**src/rtl/arpc_pkg.sv**
```systemverilog
// Shared types and constants for the address-resolution cache.
// Used by every module of the block; depends on nothing.
package arpc_pkg;

    localparam int unsigned IP_W   = 32;
    localparam int unsigned MAC_W  = 48;
    localparam int unsigned SLOT_W = 4;

    localparam logic [MAC_W-1:0] BCAST_MAC = {MAC_W{1'b1}};

    typedef enum logic {
        REQ_LEARN   = 1'b0,
        REQ_RESOLVE = 1'b1
    } arpc_req_t;

    typedef enum logic [2:0] {
        ST_HIT      = 3'd0,
        ST_MISS     = 3'd1,
        ST_UPDATED  = 3'd2,
        ST_INSERTED = 3'd3,
        ST_REPLACED = 3'd4
    } arpc_status_t;

    // Write command from the decision logic to the table.
    typedef struct packed {
        logic             en;
        logic [IP_W-1:0]  ip;
        logic [MAC_W-1:0] mac;
    } arpc_wr_t;

    // One result transfer.
    typedef struct packed {
        arpc_status_t      status;
        logic [MAC_W-1:0]  mac;
        logic [SLOT_W-1:0] slot;
    } arpc_result_t;

endpackage

```
**src/rtl/arpc_table.sv**
```systemverilog
// Entry storage of the cache: valid bits, IP and MAC per entry, parallel IP compare.
// Depends on arpc_pkg.
module arpc_table
    import arpc_pkg::*;
#(
    parameter int unsigned ENTRIES = 16
) (
    input  logic               aclk,
    input  logic               aresetn,
    input  logic [IP_W-1:0]    key_ip,
    input  logic [ENTRIES-1:0] rd_sel,
    input  arpc_wr_t           wr,
    input  logic [ENTRIES-1:0] wr_sel,
    output logic [ENTRIES-1:0] match_vec,
    output logic [ENTRIES-1:0] free_vec,
    output logic [MAC_W-1:0]   rd_mac
);

    logic [ENTRIES-1:0] valid_reg;
    logic [ENTRIES-1:0] valid_next;
    logic [IP_W-1:0]    ip_reg  [ENTRIES];
    logic [MAC_W-1:0]   mac_reg [ENTRIES];

    always_comb begin
        valid_next = valid_reg;
        if (wr.en) begin
            valid_next = valid_reg | wr_sel;
        end
    end

    always_ff @(posedge aclk) begin
        if (!aresetn) begin
            valid_reg <= '0;
        end else begin
            valid_reg <= valid_next;
        end
    end

    // Payload is only ever read behind a valid bit, so it needs no reset.
    always_ff @(posedge aclk) begin
        for (int k = 0; k < ENTRIES; k++) begin
            if (wr.en && wr_sel[k]) begin
                ip_reg[k]  <= wr.ip;
                mac_reg[k] <= wr.mac;
            end
        end
    end

    always_comb begin
        for (int k = 0; k < ENTRIES; k++) begin
            match_vec[k] = valid_reg[k] && (ip_reg[k] == key_ip);
        end
    end

    assign free_vec = ~valid_reg;

    // The read select is one-hot or zero, so an OR of gated entries is a clean mux.
    always_comb begin
        rd_mac = '0;
        for (int k = 0; k < ENTRIES; k++) begin
            rd_mac = rd_mac | (mac_reg[k] & {MAC_W{rd_sel[k]}});
        end
    end

endmodule

```
**src/rtl/arpc_decide.sv**
```systemverilog
// Request decision logic: priority selection of hit or free entry and result forming.
// Depends on arpc_pkg.
module arpc_decide
    import arpc_pkg::*;
#(
    parameter int unsigned ENTRIES = 16
) (
    input  logic               fire,
    input  arpc_req_t          req_type,
    input  logic [IP_W-1:0]    ip_addr,
    input  logic [MAC_W-1:0]   new_mac,
    input  logic [ENTRIES-1:0] match_vec,
    input  logic [ENTRIES-1:0] free_vec,
    input  logic [MAC_W-1:0]   sel_mac,
    output logic [ENTRIES-1:0] hit_oh,
    output arpc_wr_t           wr,
    output logic [ENTRIES-1:0] wr_sel,
    output arpc_result_t       result
);

    localparam int unsigned IDX_W = $clog2(ENTRIES);

    logic [ENTRIES-1:0] free_oh;
    logic [IDX_W-1:0]   hit_idx;
    logic [IDX_W-1:0]   free_idx;
    logic               any_hit;
    logic               any_free;

    // Lowest set bit isolated by the two's-complement trick.
    assign hit_oh   = match_vec & (~match_vec + ENTRIES'(1));
    assign free_oh  = free_vec & (~free_vec + ENTRIES'(1));
    assign any_hit  = |match_vec;
    assign any_free = |free_vec;

    always_comb begin
        hit_idx  = '0;
        free_idx = '0;
        for (int k = 0; k < ENTRIES; k++) begin
            if (hit_oh[k]) begin
                hit_idx = hit_idx | IDX_W'(k);
            end
            if (free_oh[k]) begin
                free_idx = free_idx | IDX_W'(k);
            end
        end
    end

    always_comb begin
        wr.en         = 1'b0;
        wr.ip         = ip_addr;
        wr.mac        = new_mac;
        wr_sel        = '0;
        result.status = ST_MISS;
        result.mac    = '0;
        result.slot   = '0;
        case (req_type)
            REQ_RESOLVE: begin
                if (any_hit) begin
                    result.status = ST_HIT;
                    result.mac    = sel_mac;
                    result.slot   = SLOT_W'(hit_idx);
                end else begin
                    result.status = ST_MISS;
                    result.mac    = BCAST_MAC;
                end
            end
            REQ_LEARN: begin
                wr.en = fire;
                if (any_hit) begin
                    result.status = ST_UPDATED;
                    result.slot   = SLOT_W'(hit_idx);
                    wr_sel        = hit_oh;
                end else if (any_free) begin
                    result.status = ST_INSERTED;
                    result.slot   = SLOT_W'(free_idx);
                    wr_sel        = free_oh;
                end else begin
                    // Full table: entry zero is overwritten.
                    result.status = ST_REPLACED;
                    wr_sel        = ENTRIES'(1);
                end
            end
            default: begin
                result.status = ST_MISS;
            end
        endcase
    end

endmodule

```
**src/rtl/arp_address_cache_core.sv**
```systemverilog
// Address-resolution cache top level: input register, table with decision logic, result register.
// A request goes from the input register to the result register, which offers its result.
// Throughput: one request per cycle unless stalled; all entries are compared combinationally.
// A learn updates the table at the same edge that loads its result, so the next request sees it.
// Reset: synchronous active-low aresetn clears the pipeline valids and all entry valid bits.
// Depends on arpc_pkg, arpc_table and arpc_decide.
module arp_address_cache_core
    import arpc_pkg::*;
#(
    parameter int unsigned ENTRIES = 16
) (
    input  logic        aclk,
    input  logic        aresetn,
    input  logic        s_axis_tvalid,
    output logic        s_axis_tready,
    input  logic [79:0] s_axis_tdata,   // ip_addr[31:0], new_mac[79:32]
    input  logic        s_axis_tuser,   // req_type[0]
    output logic        m_axis_tvalid,
    input  logic        m_axis_tready,
    output logic [55:0] m_axis_tdata,   // mac_out[47:0], slot[51:48], zero pad[55:52]
    output logic [2:0]  m_axis_tuser    // status[2:0]
);

    // Input register stage. Only the valid flag needs reset.
    logic             in_valid_reg;
    logic             in_valid_next;
    arpc_req_t        in_type_reg;
    logic [IP_W-1:0]  in_ip_reg;
    logic [MAC_W-1:0] in_mac_reg;

    // Result register stage.
    logic             out_valid_reg;
    logic             out_valid_next;
    arpc_result_t     out_reg;

    logic               advance;
    logic               fire;
    logic               s_fire;
    logic [ENTRIES-1:0] match_vec;
    logic [ENTRIES-1:0] free_vec;
    logic [ENTRIES-1:0] hit_oh;
    logic [ENTRIES-1:0] wr_sel;
    logic [MAC_W-1:0]   sel_mac;
    arpc_wr_t           wr;
    arpc_result_t       result;

    // The result register can take a new value when it is empty or being drained.
    // The request held in the input register is processed in the same cycle it
    // moves into the result register, which is also when its table write lands.
    assign advance       = !out_valid_reg || m_axis_tready;
    assign fire          = in_valid_reg && advance;
    assign s_axis_tready = !in_valid_reg || advance;
    assign s_fire        = s_axis_tvalid && s_axis_tready;

    always_comb begin
        in_valid_next = in_valid_reg;
        if (s_axis_tready) begin
            in_valid_next = s_axis_tvalid;
        end
        out_valid_next = out_valid_reg;
        if (advance) begin
            out_valid_next = in_valid_reg;
        end
    end

    always_ff @(posedge aclk) begin
        if (!aresetn) begin
            in_valid_reg  <= 1'b0;
            out_valid_reg <= 1'b0;
        end else begin
            in_valid_reg  <= in_valid_next;
            out_valid_reg <= out_valid_next;
        end
    end

    always_ff @(posedge aclk) begin
        if (s_fire) begin
            in_type_reg <= arpc_req_t'(s_axis_tuser);
            in_ip_reg   <= s_axis_tdata[31:0];
            in_mac_reg  <= s_axis_tdata[79:32];
        end
        if (fire) begin
            out_reg <= result;
        end
    end

    arpc_table #(
        .ENTRIES (ENTRIES)
    ) u_table (
        .aclk      (aclk),
        .aresetn   (aresetn),
        .key_ip    (in_ip_reg),
        .rd_sel    (hit_oh),
        .wr        (wr),
        .wr_sel    (wr_sel),
        .match_vec (match_vec),
        .free_vec  (free_vec),
        .rd_mac    (sel_mac)
    );

    arpc_decide #(
        .ENTRIES (ENTRIES)
    ) u_decide (
        .fire      (fire),
        .req_type  (in_type_reg),
        .ip_addr   (in_ip_reg),
        .new_mac   (in_mac_reg),
        .match_vec (match_vec),
        .free_vec  (free_vec),
        .sel_mac   (sel_mac),
        .hit_oh    (hit_oh),
        .wr        (wr),
        .wr_sel    (wr_sel),
        .result    (result)
    );

    assign m_axis_tvalid = out_valid_reg;
    assign m_axis_tdata  = {4'b0000, out_reg.slot, out_reg.mac};
    assign m_axis_tuser  = out_reg.status;

endmodule

```
**config.mk**
```make
export PLATFORM = sky130hd
export DESIGN_NAME = arp_address_cache_core
export DESIGN_NICKNAME = d
export VERILOG_FILES = /design/src/rtl/arpc_pkg.sv /design/src/rtl/arpc_table.sv /design/src/rtl/arpc_decide.sv /design/src/rtl/arp_address_cache_core.sv
export SDC_FILE = /design/constraint.sdc
export NUM_CORES = 2
export LEC_CHECK = 0
export BUFFER_PORTS_ARGS = -buffer_cell sky130_fd_sc_hd__buf_2
export CORE_ASPECT_RATIO = 0.7
export CORE_MARGIN = 2
export CORE_UTILIZATION = 60
export DETAILED_ROUTE_END_ITERATION = 6
export HOLD_SLACK_MARGIN = 0.1
export PLACE_DENSITY = 0.77
export SYNTH_ARGS = -nofsm -noshare
export SYNTH_HDL_FRONTEND = slang
export SYNTH_SLANG_ARGS = --single-unit
```
**constraint.sdc**
```tcl
create_clock -name aclk -period 19.8 [get_ports aclk]
set_input_delay 3.96 -clock aclk [delete_from_list [all_inputs] [get_ports aclk]]
set_output_delay 3.96 -clock aclk [all_outputs]
set_load 0.02 [all_outputs]
```
**After elaboration in Yosys (flattened, before gate mapping)**

Memories as Yosys holds them, arrays and structs flattened.
Index checks and enable logic that the tools add are counted.

- Bits in registers: 154
- Bits in writable memories: 1,280
- Input port bits: 85
- Output and inout port bits: 61
- Logic and storage cells: 301
- Memories kept: 2

- $add $sub $neg: 2
- Eq/ne operators: 16
- Multiplexer cells: 164
- Bitwise gates (word level): 38
- Reductions and logical operators: 70

Memories:

| name | words | width | rd ports | clocked after memory_dff | wr ports | line | source |
|---|---|---|---|---|---|---|---|
| u_table.mac_reg | 16 | 48 | 16 | 0 | 1 | arpc_table.sv:22 | `logic [MAC_W-1:0] mac_reg [ENTRIES];` |
| u_table.ip_reg | 16 | 32 | 16 | 0 | 1 | arpc_table.sv:21 | `logic [IP_W-1:0] ip_reg [ENTRIES];` |

Operator list:

| kind | number |
|---|---|
| 48-bit bitwise AND | 16 |
| 48-bit 2-to-1 mux | 15 |
| 48-bit bitwise OR | 15 |
| 48-bit OR reduction | 15 |
| 32-bit equality test | 16 |
| 32-bit 2-to-1 mux | 15 |
| 32-bit OR reduction | 15 |
| 4-bit 2-to-1 mux | 49 |
| 1-bit 2-to-1 mux | 65 |
| 49-bit 2-to-1 mux | 1 |
| 16-bit 2-to-1 mux | 3 |
| 16-bit NOT | 3 |
| 1-bit logical AND | 34 |
| 16-bit by 1-bit adder with 16-bit output (second input constant) | 2 |
| 16-bit bitwise AND | 2 |
| 16-bit OR reduction | 2 |
| 3-bit 2-to-1 mux | 10 |
| 16-bit bitwise OR | 1 |
| 2-bit 2-to-1 mux | 4 |
| 4-bit one-hot mux with 2 select lines | 1 |
| 3-bit one-hot mux with 2 select lines | 1 |
| 1-bit zero test | 2 |
| 1-bit logical OR | 2 |
| 1-bit NOT | 1 |

**Depth between registers and ports, before layout**

An unclocked memory read counts as a cell.

- Depth after elaboration: 27
- Mapped depth: 15
- Depth with buffers taken out: 9

**Cells and area by module**

From an unflattened synthesis, not the netlist that was laid out.

- Cells, all modules: 3,058
- Area, all modules: 55,469.4 um^2

Modules (own cells, without submodules):

| module | times used | cells an instance | area each (um^2) | seq. area each (um^2) |
|---|---|---|---|---|
| arpc_table | 1 | 2,629 | 49,437.4 | 38,757.2 |
| arp_address_cache_core | 1 | 150 | 4,221.5 | 4,124.0 |
| arpc_decide | 1 | 279 | 1,810.5 | 0.0 |

**Least setup slack after synthesis**

No wires, ideal clock.

- Path kind: input -> register
- Start: input port m_axis_tready
- End: memory u_table.ip_reg[0][0], enable pin
- Library setup time: 0.566 ns
- Arrival: 11.182 ns
- Required time: 19.234 ns
- Setup slack: 8.052 ns
- Stages: 6
- Path buffers: 1
- Cells stage by stage: nor2b_1 -> nor2b_1 -> nor2b_1 -> clkbuf_2 -> o21ai_0 -> a31oi_1

- Word-level cells in the longest chain between the ends: 22
- Elaborated cells between the ends (all ways): 96
- Classes of those cells: 63 x mux; 33 x reduce/logical

RTL lines:

| what | line | source |
|---|---|---|
| start, declared | arp_address_cache_core.sv:19 | `input logic m_axis_tready,` |
| 1-bit logical OR (*) | arp_address_cache_core.sv:50 | `assign advance = !out_valid_reg \|\| m_axis_tready;` |
| 1-bit logical AND (*) | arp_address_cache_core.sv:51 | `assign fire = in_valid_reg && advance;` |
| net fire | arp_address_cache_core.sv:37 | `logic fire;` |
| 1-bit 2-to-1 mux (*) | arpc_decide.sv:56 | `case (req_type)` |
| 1-bit logical AND | arpc_table.sv:42 | `if (wr.en && wr_sel[k]) begin` |
| 1-bit 2-to-1 mux | arpc_table.sv:42 |  |
| 1-bit 2-to-1 mux (not written as such) | arpc_table.sv:43 | `ip_reg[k] <= wr.ip;` |
| 32-bit OR reduction (no line) | n/a |  |
| 4-bit 2-to-1 mux (no line) / 1-bit 2-to-1 mux (equally long branches) (15 in series) | n/a |  |
| end, declared | arpc_table.sv:21 |  |

Mark *: on every way through the listed nets, which the timed path passes. The rest lies on a longest branch.

**Worst setup path in the final report**

- Start: input port m_axis_tready
- End: output port s_axis_tready

- Word-level cells in the longest chain between the ends: 2

RTL lines:

| what | line | source |
|---|---|---|
| 1-bit logical OR | arp_address_cache_core.sv:50 |  |
| 1-bit logical OR | arp_address_cache_core.sv:52 | `assign s_axis_tready = !in_valid_reg \|\| advance;` |
| end, declared | arp_address_cache_core.sv:15 | `output logic s_axis_tready,` |

No other way between the ends.

==> flow_summary_export.csv <==
group,metric,value,unit
final_layout,fin_area,62600,sq um
synthesis,ys.flop_type,"edfxtp_1",
grt,antenna_found_initial,3,
floorplan,ios,146,
grt,grt_pass1_vias,31000,
synthesis,synth_top_area_cell,"edfxtp_1",
synthesis,synth_cell_types,54,
worst_hold_path,hp-class,"reg2reg",
sta,final_hold_viol_count,0,
sta,rsz0062_at_grt,"no",
clocking,cts_buffers,132,
worst_hold_path,worstHoldStart,"in_valid_reg$_SDFFE_PN0N_",
power,power.switching,0.00123,W
clocking,clock_path_buffers,3,
synthesis,syn-instance-count,3496,
place,place_area,58400,sq um
power,pwr-share-comb,0.027,
synthesis,synthMuxAreaShare,0,
floorplan,core-area,92400,sq um
power,clkPwrFrac,0.413,
setup_path,worstSetupPathType,"in2out",
place,post-place-ws,11.20,ns
synthesis,syn-cell-area,56100,sq um
sta,max_slew_margin,0.0587,
sta,whs,0.557,ns
detailed_routing,ant_nets,0,
detailed_routing,drt_first_pass_iters,6,
grt,grt_pass1_wl,200000,um
clocking,ctsResizeCount,0,
grt,grt_usage,0.287,
synthesis,synthXorXnorAreaFrac,0.0794,
power,p_leak,20.3,nW
detailed_routing,first_iter_violations,4401,
outcome,status,"completed",
grt,grt_overflow,0,
final_layout,layout-drive-gt1-share,0.121,
synthesis,avgSynthCellArea,16.1,sq um
clocking,cts_tree,"built",
sta,fin_crit,8.60,ns
synthesis,async_flop_share,0,
grt,grt_max_degree,100,
sta,fin_worst_skew,0.0339,ns
synthesis,synth_compound_area_frac,0.0696,
setup_path,path_max_fanout,4,
sta,drv_slew,0,
power,pwr-share-seq,0.560,
final_layout,nNetsFinal,3732,
sta,tightest_slew,1.40,ns
place,portBuffers,141,
detailed_routing,avgViaCountPerCell,6.44,
clocking,insertion_delay,0.77,ns
synthesis,yosysTopAreaCellShare,0.757,
floorplan,start_util,0.608,
floorplan,dieArea,96100,sq um
synthesis,synth_area_leaders,"edfxtp_1, xor2_1, xnor2_1, nand3_1, a22oi_1",
clocking,cts.sinks,1434,
setup_path,reg2reg_slack,12.42,ns
sta,post-route-period-util,0.435,
detailed_routing,num_vias,32100,
setup_path,crit_required,15.84,ns
floorplan,die_width,370,um
final_layout,synthToLayoutAreaGrowth,11.4,%
synthesis,synth-edff-count,1416,
detailed_routing,drcViolationCount,0,
detailed_routing,wl_per_cell,27.5,um
place,place_congestion,0.923,
power,swShare,0.204,
setup_path,cp-start-kind,"input pin",
setup_path,crit_path_end_kind,"primary output",
setup_path,critPathLaunch,"m_axis_tready",
synthesis,ys_seq_elements,1434,
clocking,htree_levels,4,
floorplan,die_h,260,um
setup_path,crit_arrival,4.64,ns
power,total_power,0.00605,W
detailed_routing,routed_wl,137000,um
synthesis,yosysSeqAreaShare,0.764,
place,dp_hpwl,70600,um
floorplan,std_cell_rows,93,
clocking,cts_setup_buffers,0,
synthesis,yosysWarnings,0,
setup_path,r2r-start,"in_ip_reg[3]$_DFFE_PP_",
clocking,root_buffer,"clkbuf_16",
clocking,ctsHoldBuffers,0,
sta,fmax,116,MHz
synthesis,yosys.area_share.adder,0,
sta,worst_slack,11.20,ns
power,intPower,0.00482,W
synthesis,synthSimpleGateAreaFrac,0.0659,
power,pwr_density_cell,96.7,nW/um^2
final_layout,largest_register_ffs,768,
flow_run,maxCapViolCount,0,
clocking,clkTransAtPathRegs,0.06,ns
power,ir_drop,0.0000666,V
synthesis,synth_top_family_by_area,"XOR/XNOR gates",
sta,setup-tns-final,0,ns
sta,setup_viol,0,
final_layout,antenna_cells,0,
[metal layers]
layer	share of wire	up-vias	track usage
li1	-	13700	-
met1	0.40	15800	0.426
met2	0.44	2188	0.419
met3	0.13	297	0.0694
met4	0.029	2	0.103
met5	0.00029	-	0
[path summary, 6_finish.rpt]
check | end | cells after the start
min reg2reg | m_axis_tvalid$_SDFFE_PN0P_ | 1
max reg2reg | u_table.mac_reg[1][348]$_DFFE_PP_ | 13
max | s_axis_tready | 4
min | m_axis_tvalid$_SDFFE_PN0P_ | 1
[metrics by stage]
step / utilization / instances
after global placement: 0.632 / 4748
after CTS: 0.677 / 4982
after global routing: 0.677 / 4982
after floorplan: - / 3499
final: 0.677 / 4982
after detailed placement: 0.632 / 4748
[critical path, stage by stage]
cell and delay (ns):
buf_2 0.10, nor2b_1 0.30, nand2_1 0.12, buf_2 0.17
[power groups by stage]
stage	clock [W]	sequential, W	combinational [W]
finish	0.00250	0.00339	0.000163
global placement	0	0.00345	0.000159
floorplan	0	0.00346	0.0000844
CTS	0.00252	0.00339	0.000163
detailed placement	0	0.00345	0.000161
global route	0.00263	0.00339	0.000174
[cell usage after synthesis (all sizes together), types with 48 or more instances]
| library cell | number |
|---|---|
| a21oi | 70 |
| a221oi | 48 |
| a22oi | 98 |
| and3 | 60 |
| buf | 85 |
| clkbuf | 132 |
| edfxtp | 1416 |
| inv | 60 |
| nand2 | 181 |
| nand3 | 180 |
| nand4 | 58 |
| nor2 | 86 |
| nor4 | 94 |
| o2111ai | 48 |
| o21ai | 108 |
| o31a | 49 |
| xnor2 | 171 |
| xor2 | 338 |
[final cells by class]
cell class	instances	area, sq um
Multi-Input combinational cell	1788	12300
Sequential cell	1434	42900
Fill cell	5947	29800
Timing Repair Buffer	231	1380
Inverter	60	225
Clock inverter	64	636
Clock buffer	170	3550
Tap cell	1235	1550
[cells by family (layout without fill, tap and decap cells)]
family                 Yosys count  in the layout
flip-flops                    1434           1434
AND/OR/NAND/NOR                728            728
AO/OA/AOI/OAI                  547            547
XOR/XNOR                       509            509
buffers and inverters          277            525
other                            1              4
[placed cells by master, fill, tap and decap left out, types with 48 or more instances in the layout]
cell       count
inv_1         60
clkbuf_16    137
o21ai_0      108
nand3_1      180
xnor2_1      171
nand2_1      181
a21oi_1       64
edfxtp_1    1416
o2111ai_1     48
xor2_1       338
nand4_1       58
a22oi_1       98
and3_1        58
o31a_1        49
nor2_1        78
buf_2        141
buf_4         90
nor4_1        87
a221oi_1      48
No activity file was read; power rests on OpenSTA's default activity.
